==> src/rtl/nca_pkg.sv <==
// Shared types and constants of the neighbor cache.
package nca_pkg;

   // Input mode codes as they arrive on the request word.
   localparam logic [1:0] MODE_CREATE = 2'd0;
   localparam logic [1:0] MODE_REMOVE = 2'd1;
   localparam logic [1:0] MODE_LOOKUP = 2'd2;
   localparam logic [1:0] MODE_TICK   = 2'd3;

   localparam logic [1:0] STATUS_OK        = 2'd0;
   localparam logic [1:0] STATUS_NOT_FOUND = 2'd1;
   localparam logic [1:0] STATUS_FULL      = 2'd2;

   localparam logic [1:0] CSR_AGING_SECONDS  = 2'd0;
   localparam logic [1:0] CSR_RENEW_LIMIT    = 2'd1;
   localparam logic [1:0] CSR_SWEEP_INTERVAL = 2'd2;
   localparam logic [1:0] CSR_ACTIVE_ENTRIES = 2'd3;

   localparam logic [15:0] AGING_RESET    = 16'd60;
   localparam logic [7:0]  RENEW_RESET    = 8'd3;
   localparam logic [7:0]  INTERVAL_RESET = 8'd5;
   localparam logic [6:0]  ACTIVE_RESET   = 7'd64;

   localparam logic [31:0] STALE_PUSH = 32'd2;

   typedef enum logic [1:0] {
      OP_CREATE,
      OP_REMOVE,
      OP_LOOKUP,
      OP_TICK
   } nca_op_type;

   typedef enum logic [1:0] {
      E_IDLE,
      E_SCAN,
      E_SWEEP,
      E_FINISH
   } nca_state_type;

   typedef struct packed {
      logic [1:0]  mode;
      logic [63:0] key_high;
      logic [63:0] key_low;
      logic [47:0] next_hop_mac;
      logic [1:0]  port_kind;
      logic        ip_family;
   } nca_req_type;

   typedef struct packed {
      logic [1:0]  status;
      logic [47:0] found_mac;
      logic        arp_valid;
      logic [31:0] arp_target;
      logic        last;
   } nca_rsp_type;

   typedef struct packed {
      nca_op_type  op;
      logic [63:0] key_high;
      logic [63:0] key_low;
      logic [47:0] mac;
      logic [1:0]  port;
      logic        family;
   } nca_cmd_type;

   typedef struct packed {
      logic [63:0] key_high;
      logic [63:0] key_low;
      logic [47:0] mac;
      logic [1:0]  port;
      logic        family;
      logic [31:0] last_used;
      logic [7:0]  renews;
   } nca_entry_type;

   typedef struct packed {
      logic [15:0] aging_seconds;
      logic [7:0]  renew_limit;
      logic [7:0]  sweep_interval;
      logic [6:0]  active_entries;
   } nca_csr_type;

endpackage

==> src/rtl/nca_queue.sv <==
// Two-entry command queue between the front end and the table engine.
module nca_queue import nca_pkg::*; (
   input  logic        clock,
   input  logic        reset,
   input  logic        push_valid,
   input  nca_cmd_type push_cmd,
   output logic        push_ready,
   output logic        pop_valid,
   output nca_cmd_type pop_cmd,
   input  logic        pop
);

   nca_cmd_type q_ff [2];
   logic        wptr_ff, wptr_in;
   logic        rptr_ff, rptr_in;
   logic [1:0]  count_ff, count_in;
   logic        do_push, do_pop;

   assign push_ready = count_ff != 2'd2;
   assign pop_valid  = count_ff != 2'd0;
   assign pop_cmd    = q_ff[rptr_ff];
   assign do_push    = push_valid && push_ready;
   assign do_pop     = pop && pop_valid;

   always_comb begin
      wptr_in  = do_push ? !wptr_ff : wptr_ff;
      rptr_in  = do_pop ? !rptr_ff : rptr_ff;
      count_in = count_ff + 2'(do_push) - 2'(do_pop);
   end

   always_ff @(posedge clock) begin
      if (reset) begin
         wptr_ff  <= 1'b0;
         rptr_ff  <= 1'b0;
         count_ff <= 2'd0;
      end else begin
         wptr_ff  <= wptr_in;
         rptr_ff  <= rptr_in;
         count_ff <= count_in;
      end
   end

   always_ff @(posedge clock) begin
      if (do_push) begin
         q_ff[wptr_ff] <= push_cmd;
      end
   end

endmodule

==> config.mk <==
export PLATFORM = sky130hd
export DESIGN_NAME = nca_queue
export DESIGN_NICKNAME = d
export VERILOG_FILES = /design/src/rtl/nca_pkg.sv /design/src/rtl/nca_queue.sv
export SDC_FILE = /design/constraint.sdc
export NUM_CORES = 1
export LEC_CHECK = 0
export BUFFER_PORTS_ARGS = -buffer_cell sky130_fd_sc_hd__buf_2
export CELL_PAD_IN_SITES_DETAIL_PLACEMENT = 1
export CELL_PAD_IN_SITES_GLOBAL_PLACEMENT = 2
export CORE_ASPECT_RATIO = 1.5
export CORE_UTILIZATION = 39
export DETAILED_ROUTE_END_ITERATION = 8
export PLACE_DENSITY = 0.81
export SLEW_MARGIN = 20
export SYNTH_ARGS = -nofsm -noshare
export SYNTH_HDL_FRONTEND = slang
export SYNTH_SLANG_ARGS = --single-unit
==> constraint.sdc <==
create_clock -name clock -period 7.1 [get_ports clock]
set_input_delay 1.42 -clock clock [delete_from_list [all_inputs] [get_ports clock]]
set_output_delay 1.42 -clock clock [all_outputs]
set_load 0.03 [all_outputs]
==> impl_metrics.py <==
metrics = {
    "status": {
        "status": "finished, final reports clean",
    },
    "job": {
        "maxCapViolCount": 0,
    },
    "global_route": {
        "antenna_found_initial": 12,
        "track_usage": 0.170,
        "grt_pass1_vias": 7521,
        "gr-total-overflow": 0,
        "grt_pass1_wl_um": 44700,
        "grt_max_degree": 70,
    },
    "timing": {
        "fin_crit_ps": 4460,
        "finalCritPeriodShare": 0.628,
        "rsz0062_at_grt": "false",
        "slew_headroom": 0.348,
        "slew_violations": 0,
        "clock_skew_ps": 15.2,
        "finalHoldViolCount": 0,
        "fin_setup_tns_ps": 0,
        "worst_pin_slew_ps": 978,
        "max_freq_mhz": 224,
        "setup_viol": 0,
        "holdWs_ps": 517,
    },
    "worst_setup_path": {
        "critPathSlowestCell": "dfxtp_4",
        "start_kind": "flip-flop",
        "cp.arrival_ps": 3040,
        "cp.required_ps": 5680,
        "worstPathCellList": "buf_4 > mux2_2 > buf_2",
        "cp-end-kind": "output port",
        "cp_slowest_stage_delay_ps": 960,
        "path_max_fanout": 62,
        "setup.worst_path.class": "reg -> out",
    },
    "clock_network": {
        "htree_levels": 2,
        "clock_latency_ps": 510,
        "cts-buffers-inserted": 36,
        "post_cts_buffers": 0,
        "tritoncts": "built",
        "path_clk_slew_ps": 60,
        "cts_resized": 0,
        "clock_path_buffers": 3,
        "hold_buffers": 0,
        "cts_root_buf": "clkbuf_16",
        "cts_sinks": 367,
    },
    "yosys": {
        "synth-compound-area-share": 0.00320,
        "synth_xor_area_frac": 0.000641,
        "synth_cell_type_count": 25,
        "synth_area_leaders": "edfxtp_1, mux2_4, mux2_2, buf_6, dfxtp_1",
        "yosysTopAreaCellShare": 0.795,
        "synthSimpleGateAreaFrac": 0.00641,
        "yosysSeqAreaShare": 0.802,
        "synth_edf_count": 362,
        "synth_cells": 592,
        "synth_mux_area_frac": 0.174,
        "ys_ff_latch": 367,
        "synth_top_family_by_area": "multiplexers",
        "netlist_area_mm2": 0.0137,
        "yosysWarnings": 0,
        "ys_async_sr_fraction": 0,
        "synth_flop_cell": "edfxtp_1",
        "syn_nets": 778,
        "yosysMostFrequentCell": "edfxtp_1",
        "yosys.area_share.adder": 0.000915,
        "yosysTopAreaCell": "edfxtp_1",
        "syn-mean-instance-area_um2": 23.1,
        "ys_top_cells_by_count": "edfxtp_1, mux2_2, mux2_4",
    },
    "floorplanning": {
        "initial_core_util": 0.398,
        "num_io_pins": 368,
        "die_area_mm2": 0.0358,
        "die_width_um": 155,
        "row_count": 83,
        "core_mm2": 0.0344,
        "die_h_um": 231,
    },
    "route": {
        "drt_iter0_markers": 205,
        "ant_nets": 0,
        "vias_per_cell": 4.70,
        "drcViolationCount": 0,
        "routedWlPerCell_um": 20.8,
        "wl_um": 30800,
        "vias": 6950,
        "drtPass1Iterations": 4,
    },
    "finish": {
        "syn_to_final_growth_pct": 25.0,
        "nNetsFinal": 1169,
        "n_fill_cell": 3239,
        "final_area_mm2": 0.0171,
        "drive_gt1_frac": 0.604,
    },
    "placed_design": {
        "dp_hpwl_um": 21300,
        "io_buffers": 367,
        "place_area_mm2": 0.0160,
        "globalplace.congestion": 0.777,
    },
    "min_path": {
        "hold_class": "reg -> reg",
    },
    "pwr": {
        "p_leak_nw": 6.47,
        "peakVddDrop_uv": 242,
        "power_density_mw_per_mm2": 355,
    },
}
==> worst max-delay path, delay by kind of cell, from the launching register on <==
kind	cells	cell delay [ps]
muxes	1	430
buffers and inverters	2	1000
DFF	1	960
==> cell families (layout without fill, tap and decap cells) <==
logic type | Yosys count | count (layout)
DFF | 367 | 367
muxes | 181 | 181
buffers and inverters | 21 | 435
and+or+nand+nor | 15 | 15
AOI/OAI and AO/OA | 6 | 6
adders and majority gates | 1 | 1
xor gates and xnor gates | 1 | 1
other | 0 | 6
==> through the flow <==
| step | power (mW) | setup slack [ps] | cells | util |
|---|---|---|---|---|
| 6_report | 6.06 | 2640 | 1479 | 0.497 |
| 5_1_grt | 6.29 | 2480 | 1479 | 0.497 |
| 4_1_cts | 6.15 | 2590 | 1473 | 0.497 |
| 3_5_place_dp | 4.36 | 3160 | 1412 | 0.465 |
| 3_3_place_gp | 4.33 | 3230 | 1412 | 0.465 |
| 2_1_floorplan | 3.96 | 924 | 592 | - |
==> layout make-up <==
class	count	area, um^2	share of cell area
Sequential cell	367	11000	0.642
Multi-Input combinational cell	204	2530	0.148
Timing Repair Buffer	373	1890	0.111
Clock buffer	46	960	0.0561
Tap cell	467	584	0.0342
Clock inverter	15	123	0.00717
Antenna cell	6	15.0	0.000878
Inverter	1	8.76	0.000512
==> where the power goes <==
group	internal [mW]	switching [mW]	total, mW
clock	0.999	0.783	1.78
combinational	0.580	0.966	1.55
sequential	2.63	0.102	2.74
total	4.21	1.85	6.06
==> registers in the layout, indices dropped and copies added, names as in the netlist, named ones only <==
name      cells
q_ff        362
count_ff      2
rptr_ff       1
wptr_ff       1
==> final timing paths <==
| path | startpoint | endpoint | slack [ps] | depth (start not counted) |
|---|---|---|---|---|
| min | rptr_ff | rptr_ff | 520 | 2 |
| min reg2reg | rptr_ff | rptr_ff | 520 | 2 |
| max | flip-flop | pop_cmd[57] | 2640 | 3 |
| max reg2reg | count_ff[0] | q_ff[1][105] | 4310 | 3 |
==> routing by layer <==
| metal | vias to the layer above | GRT usage | part of all wire |
|---|---|---|---|
| li1 | 3151 | - | - |
| met1 | 3421 | 0.176 | 0.35 |
| met2 | 284 | 0.311 | 0.54 |
| met3 | 82 | 0.0488 | 0.066 |
| met4 | 12 | 0.0845 | 0.044 |
| met5 | - | 0 | 0.0028 |
==> cells in the final DEF, fill, tap and decap left out, types with 2 or more instances in the layout <==
master        n
clkinv_4      5
edfxtp_1    362
clkinvlp_4    2
inv_6         2
clkbuf_1      9
buf_2       367
buf_4         5
dfxtp_1       4
mux2_2       91
o21ai_0       2
clkbuf_16    37
mux2_4       90
clkinv_2      2
diode_2       6
clkinv_1      4
nor2_1        4
No activity file was read; power rests on OpenSTA's default activity.
