**config.mk**
```make
export PLATFORM = sky130hd
export DESIGN_NAME = nca_front
export DESIGN_NICKNAME = d
export VERILOG_FILES = /design/src/rtl/nca_pkg.sv /design/src/rtl/nca_front.sv
export SDC_FILE = /design/constraint.sdc
export NUM_CORES = 1
export LEC_CHECK = 0
export ABC_AREA = 1
export ABC_CLOCK_PERIOD_IN_PS = 11020
export BUFFER_PORTS_ARGS = -buffer_cell sky130_fd_sc_hd__buf_2
export CORE_AREA = 2 2 145 147
export CTS_CLUSTER_DIAMETER = 50
export CTS_CLUSTER_SIZE = 14
export DETAILED_ROUTE_END_ITERATION = 16
export DIE_AREA = 0 0 147 149
export PLACE_DENSITY = 0.68
export SETUP_SLACK_MARGIN = 0.05
export SLEW_MARGIN = 20
export SYNTH_ARGS = -nofsm -noshare
export SYNTH_HDL_FRONTEND = slang
export SYNTH_SLANG_ARGS = --single-unit
```
**constraint.sdc**
```tcl
create_clock -name clock -period 11.02 [get_ports clock]
set_input_delay 3.306 -clock clock [delete_from_list [all_inputs] [get_ports clock]]
set_output_delay 3.306 -clock clock [all_outputs]
set_load 0.02 [all_outputs]
```
**src/rtl/nca_pkg.sv**
```systemverilog
// Shared types and constants of the neighbor cache.
package nca_pkg;

   // Input mode codes as they arrive on the request word.
   localparam logic [1:0] MODE_CREATE = 2'd0;
   localparam logic [1:0] MODE_REMOVE = 2'd1;
   localparam logic [1:0] MODE_LOOKUP = 2'd2;
   localparam logic [1:0] MODE_TICK   = 2'd3;

   localparam logic [1:0] STATUS_OK        = 2'd0;
   localparam logic [1:0] STATUS_NOT_FOUND = 2'd1;
   localparam logic [1:0] STATUS_FULL      = 2'd2;

   localparam logic [1:0] CSR_AGING_SECONDS  = 2'd0;
   localparam logic [1:0] CSR_RENEW_LIMIT    = 2'd1;
   localparam logic [1:0] CSR_SWEEP_INTERVAL = 2'd2;
   localparam logic [1:0] CSR_ACTIVE_ENTRIES = 2'd3;

   localparam logic [15:0] AGING_RESET    = 16'd60;
   localparam logic [7:0]  RENEW_RESET    = 8'd3;
   localparam logic [7:0]  INTERVAL_RESET = 8'd5;
   localparam logic [6:0]  ACTIVE_RESET   = 7'd64;

   localparam logic [31:0] STALE_PUSH = 32'd2;

   typedef enum logic [1:0] {
      OP_CREATE,
      OP_REMOVE,
      OP_LOOKUP,
      OP_TICK
   } nca_op_type;

   typedef enum logic [1:0] {
      E_IDLE,
      E_SCAN,
      E_SWEEP,
      E_FINISH
   } nca_state_type;

   typedef struct packed {
      logic [1:0]  mode;
      logic [63:0] key_high;
      logic [63:0] key_low;
      logic [47:0] next_hop_mac;
      logic [1:0]  port_kind;
      logic        ip_family;
   } nca_req_type;

   typedef struct packed {
      logic [1:0]  status;
      logic [47:0] found_mac;
      logic        arp_valid;
      logic [31:0] arp_target;
      logic        last;
   } nca_rsp_type;

   typedef struct packed {
      nca_op_type  op;
      logic [63:0] key_high;
      logic [63:0] key_low;
      logic [47:0] mac;
      logic [1:0]  port;
      logic        family;
   } nca_cmd_type;

   typedef struct packed {
      logic [63:0] key_high;
      logic [63:0] key_low;
      logic [47:0] mac;
      logic [1:0]  port;
      logic        family;
      logic [31:0] last_used;
      logic [7:0]  renews;
   } nca_entry_type;

   typedef struct packed {
      logic [15:0] aging_seconds;
      logic [7:0]  renew_limit;
      logic [7:0]  sweep_interval;
      logic [6:0]  active_entries;
   } nca_csr_type;

endpackage

```
**src/rtl/nca_front.sv**
```systemverilog
// Front end: accepts request words and classifies them into commands.
module nca_front import nca_pkg::*; (
   input  logic        clock,
   input  logic        reset,
   input  logic        start,
   output logic        busy,
   input  nca_req_type req_data,
   output logic        push_valid,
   output nca_cmd_type push_cmd,
   input  logic        push_ready
);

   logic        hold_vld_ff, hold_vld_in;
   nca_cmd_type hold_ff, hold_in;
   nca_cmd_type classified;
   logic        accept;

   always_comb begin
      classified.key_high = req_data.key_high;
      classified.key_low  = req_data.key_low;
      classified.mac      = req_data.next_hop_mac;
      classified.port     = req_data.port_kind;
      classified.family   = req_data.ip_family;
      unique case (req_data.mode)
         MODE_CREATE: classified.op = OP_CREATE;
         MODE_REMOVE: classified.op = OP_REMOVE;
         MODE_LOOKUP: classified.op = OP_LOOKUP;
         MODE_TICK:   classified.op = OP_TICK;
         default:     classified.op = OP_TICK;
      endcase
   end

   assign busy       = hold_vld_ff && !push_ready;
   assign accept     = start && !busy;
   assign push_valid = hold_vld_ff;
   assign push_cmd   = hold_ff;

   always_comb begin
      hold_vld_in = hold_vld_ff;
      hold_in     = hold_ff;
      if (accept) begin
         hold_vld_in = 1'b1;
         hold_in     = classified;
      end else if (push_ready) begin
         hold_vld_in = 1'b0;
      end
   end

   always_ff @(posedge clock) begin
      if (reset) begin
         hold_vld_ff <= 1'b0;
      end else begin
         hold_vld_ff <= hold_vld_in;
      end
   end

   always_ff @(posedge clock) begin
      hold_ff <= hold_in;
   end

endmodule

```
==> impl_metrics.env <==
export IMPL_fmax_mhz=142
export IMPL_grt_overflow_total=0
export IMPL_syn_inst=190
export IMPL_die_h_um=149
export IMPL_numClockSinks=182
export IMPL_detail_route_iter0_violations=147
export IMPL_cts_setup_buffers=0
export IMPL_crit_top_cell="buf_2"
export IMPL_peakVddDrop_mv=0.124
export IMPL_min_path_type="flip-flop to flip-flop"
export IMPL_cts_max_level=4
export IMPL_finalCritPeriodShare_pct=64.1
export IMPL_vias_per_cell=3.87
export IMPL_cp_start_kind="input port"
export IMPL_antenna_found_initial=2
export IMPL_layout_common_cells="367 x buf_2, 181 x edfxtp_1, 17 x clkbuf_16"
export IMPL_finalHoldViolCount=0
export IMPL_io_pin_count=368
export IMPL_relSlewSlack_pct=35.4
export IMPL_yosys_warnings=0
export IMPL_grt_pass1_vias=3343
export IMPL_cp_required_ps=7710
export IMPL_wire_per_inst_um=16.0
export IMPL_drt_wl_total_mm=13.8
export IMPL_die_width_um=147
export IMPL_initial_core_util_pct=26.7
export IMPL_first_pass_iters=4
export IMPL_synth_top_area_share_pct=99.0
export IMPL_seqCellArea_um2=5460
export IMPL_setup_viol_count_final=0
export IMPL_hold_buffers=0
export IMPL_final_nets=760
export IMPL_cts_tree="yes"
export IMPL_track_usage_pct=12.2
export IMPL_cp_arrival_ps=3760
export IMPL_placedCellCount=831
export IMPL_endpoint_kind="output port"
export IMPL_route_detailed_drc=0
export IMPL_die_area_um2=21900
export IMPL_gr_usage_met1_pct=13.2
export IMPL_synth_largest_area_cell="edfxtp_1"
export IMPL_ctsResizeCount=0
export IMPL_status="finished clean"
export IMPL_p_leak_uw=0.00350
export IMPL_finalNonFillerCells=865
export IMPL_cts_root_buf="clkbuf_16"
export IMPL_gp_congestion=0.744
export IMPL_fin_skew_ps=7.99
export IMPL_seq_area_frac_synth_pct=99.4
export IMPL_synthToLayoutAreaGrowth_pct=50.1
export IMPL_netlist_top_cells_area="edfxtp_1 99%, dfxtp_1 0.36%, clkbuf_1 0.14%"
export IMPL_grtUsageMet2_pct=20.9
export IMPL_holdPathStages=2
export IMPL_coreArea_um2=20600
export IMPL_syn_area_um2=5490
export IMPL_grt_pass1_wl_mm=19.2
export IMPL_drtAntennaViolNets=0
export IMPL_synth_cell_types=8
export IMPL_cts_clk_slew_worst_paths_ps=70
export IMPL_cts_max_path_buffers=2
export IMPL_fp_row_count=53
export IMPL_drv_slew=0
export IMPL_rsz0062_at_grt="false"
export IMPL_timing_rr_end="push_cmd[163]"
export IMPL_crit_buf_inv=4
export IMPL_grt_busiest_layer="met2"
export IMPL_syn_avg_cell_area_um2=28.9
export IMPL_yosys_register_bits=182
export IMPL_reg2reg_depth=4
export IMPL_rr_startpoint="push_valid"
export IMPL_r2r_setup_slack_ps=9260
export IMPL_min_delay_worst_endpoint="push_valid"
export IMPL_port_buffers=367
export IMPL_fin_crit_ps=7060
export IMPL_vias=3347
export IMPL_syn_nets=375
export IMPL_cp_max_fo=2
export IMPL_multi_input_area_um2=22.5
export IMPL_dp_hpwl_mm=10.4
export IMPL_max_cap_violations=0
export IMPL_power_density_nw_per_um2=185
export IMPL_fin_tns_setup_ps=0
export IMPL_drive_above_1_share_pct=68.0
export IMPL_cts_buffers=17
export IMPL_cp_top_family="buffers and inverters"
export IMPL_worst_slew_pin_slew_ps=969
export IMPL_clk_latency_ps=420
export IMPL_critPathKind="input port to output port"
export IMPL_crit_chain="buf_2 > inv_1 > nand2_2 > inv_2 > buf_2"
export IMPL_hp_start="push_valid"
export IMPL_crit_path_top_delay_cell="buf_2"
export IMPL_cpPeakStageDelay_ps=170
export IMPL_nFillCells=1955
export IMPL_final_common_cell="buf_2"
export IMPL_grt_start_max_net_pins=182
export IMPL_met3_usage_pct=5.57
sequential cells by signal, indices dropped and copies added, names as in the netlist:
signal      flops
push_cmd      181
push_valid      1
power breakdown:
part	leakage (uW)	internal, uW	switching [uW]	total, uW
clock	0.000259	297	268	565
combinational	0.00148	48.8	91.8	141
sequential	0.00176	810	9.57	820
total	0.00350	1160	370	1530
cell families (layout without fill, tap and decap cells):
group	after synthesis	after routing	share of synthesized area, %
DFF	182	182	99.4
buffers and inverters	5	403	0.342
and+or+nand+nor	2	2	0.182
AOI/OAI and AO/OA	1	1	0.0911
other	0	2	0
synthesized netlist by cell type:
library cell	instances
a21oi_1	1
clkbuf_1	2
dfxtp_1	1
edfxtp_1	181
inv_1	2
inv_2	1
nand2_2	1
nor2_1	1
layer usage:
layer	vias to the layer above	routed length [um]
met3	13	1320
met2	207	7210
met1	1588	5050
li1	1539	-
met5	-	0
met4	0	218
worst min-delay path, cell delays in order, from the launching register on:
cell	delay [ps]
dfxtp_1	320
nand2_2	80
a21oi_1	50
worst max path at each step:
stage / from / end / slack [ps] / cells after the start
2_1_floorplan: push_ready / push_cmd[0] / 2390 / 4
3_3_place_gp: push_ready / busy / 3950 / 5
3_5_place_dp: push_ready / busy / 3950 / 5
4_1_cts: push_ready / busy / 3950 / 5
5_1_grt: push_ready / busy / 3930 / 5
6_report: push_ready / busy / 3960 / 5
stage by stage:
step / instance area [um^2] / power (uW) / util [%] / hold WS (ps) / setup WS (ps)
6_report: 8240 / 1530 / 40.1 / 488 / 3960
5_1_grt: 8240 / 1590 / 40.1 / 513 / 3930
4_1_cts: 8240 / 1550 / 40.1 / 490 / 3950
3_5_place_dp: 7690 / 979 / 37.4 / 479 / 3950
3_3_place_gp: 7690 / 974 / 37.4 / 478 / 3950
2_1_floorplan: 5490 / 906 / - / 559 / 2390
layout make-up:
class / count / share of cell area (%)
diodes: 2 / 0.0607
repair buffers: 368 / 22.5
inverters: 3 / 0.137
well taps: 275 / 4.18
multi-input cells: 3 / 0.273
clock buffers: 19 / 5.25
clock inverters: 13 / 1.37
flip-flops and latches: 182 / 66.2
(Power assumes the default switching activity.)
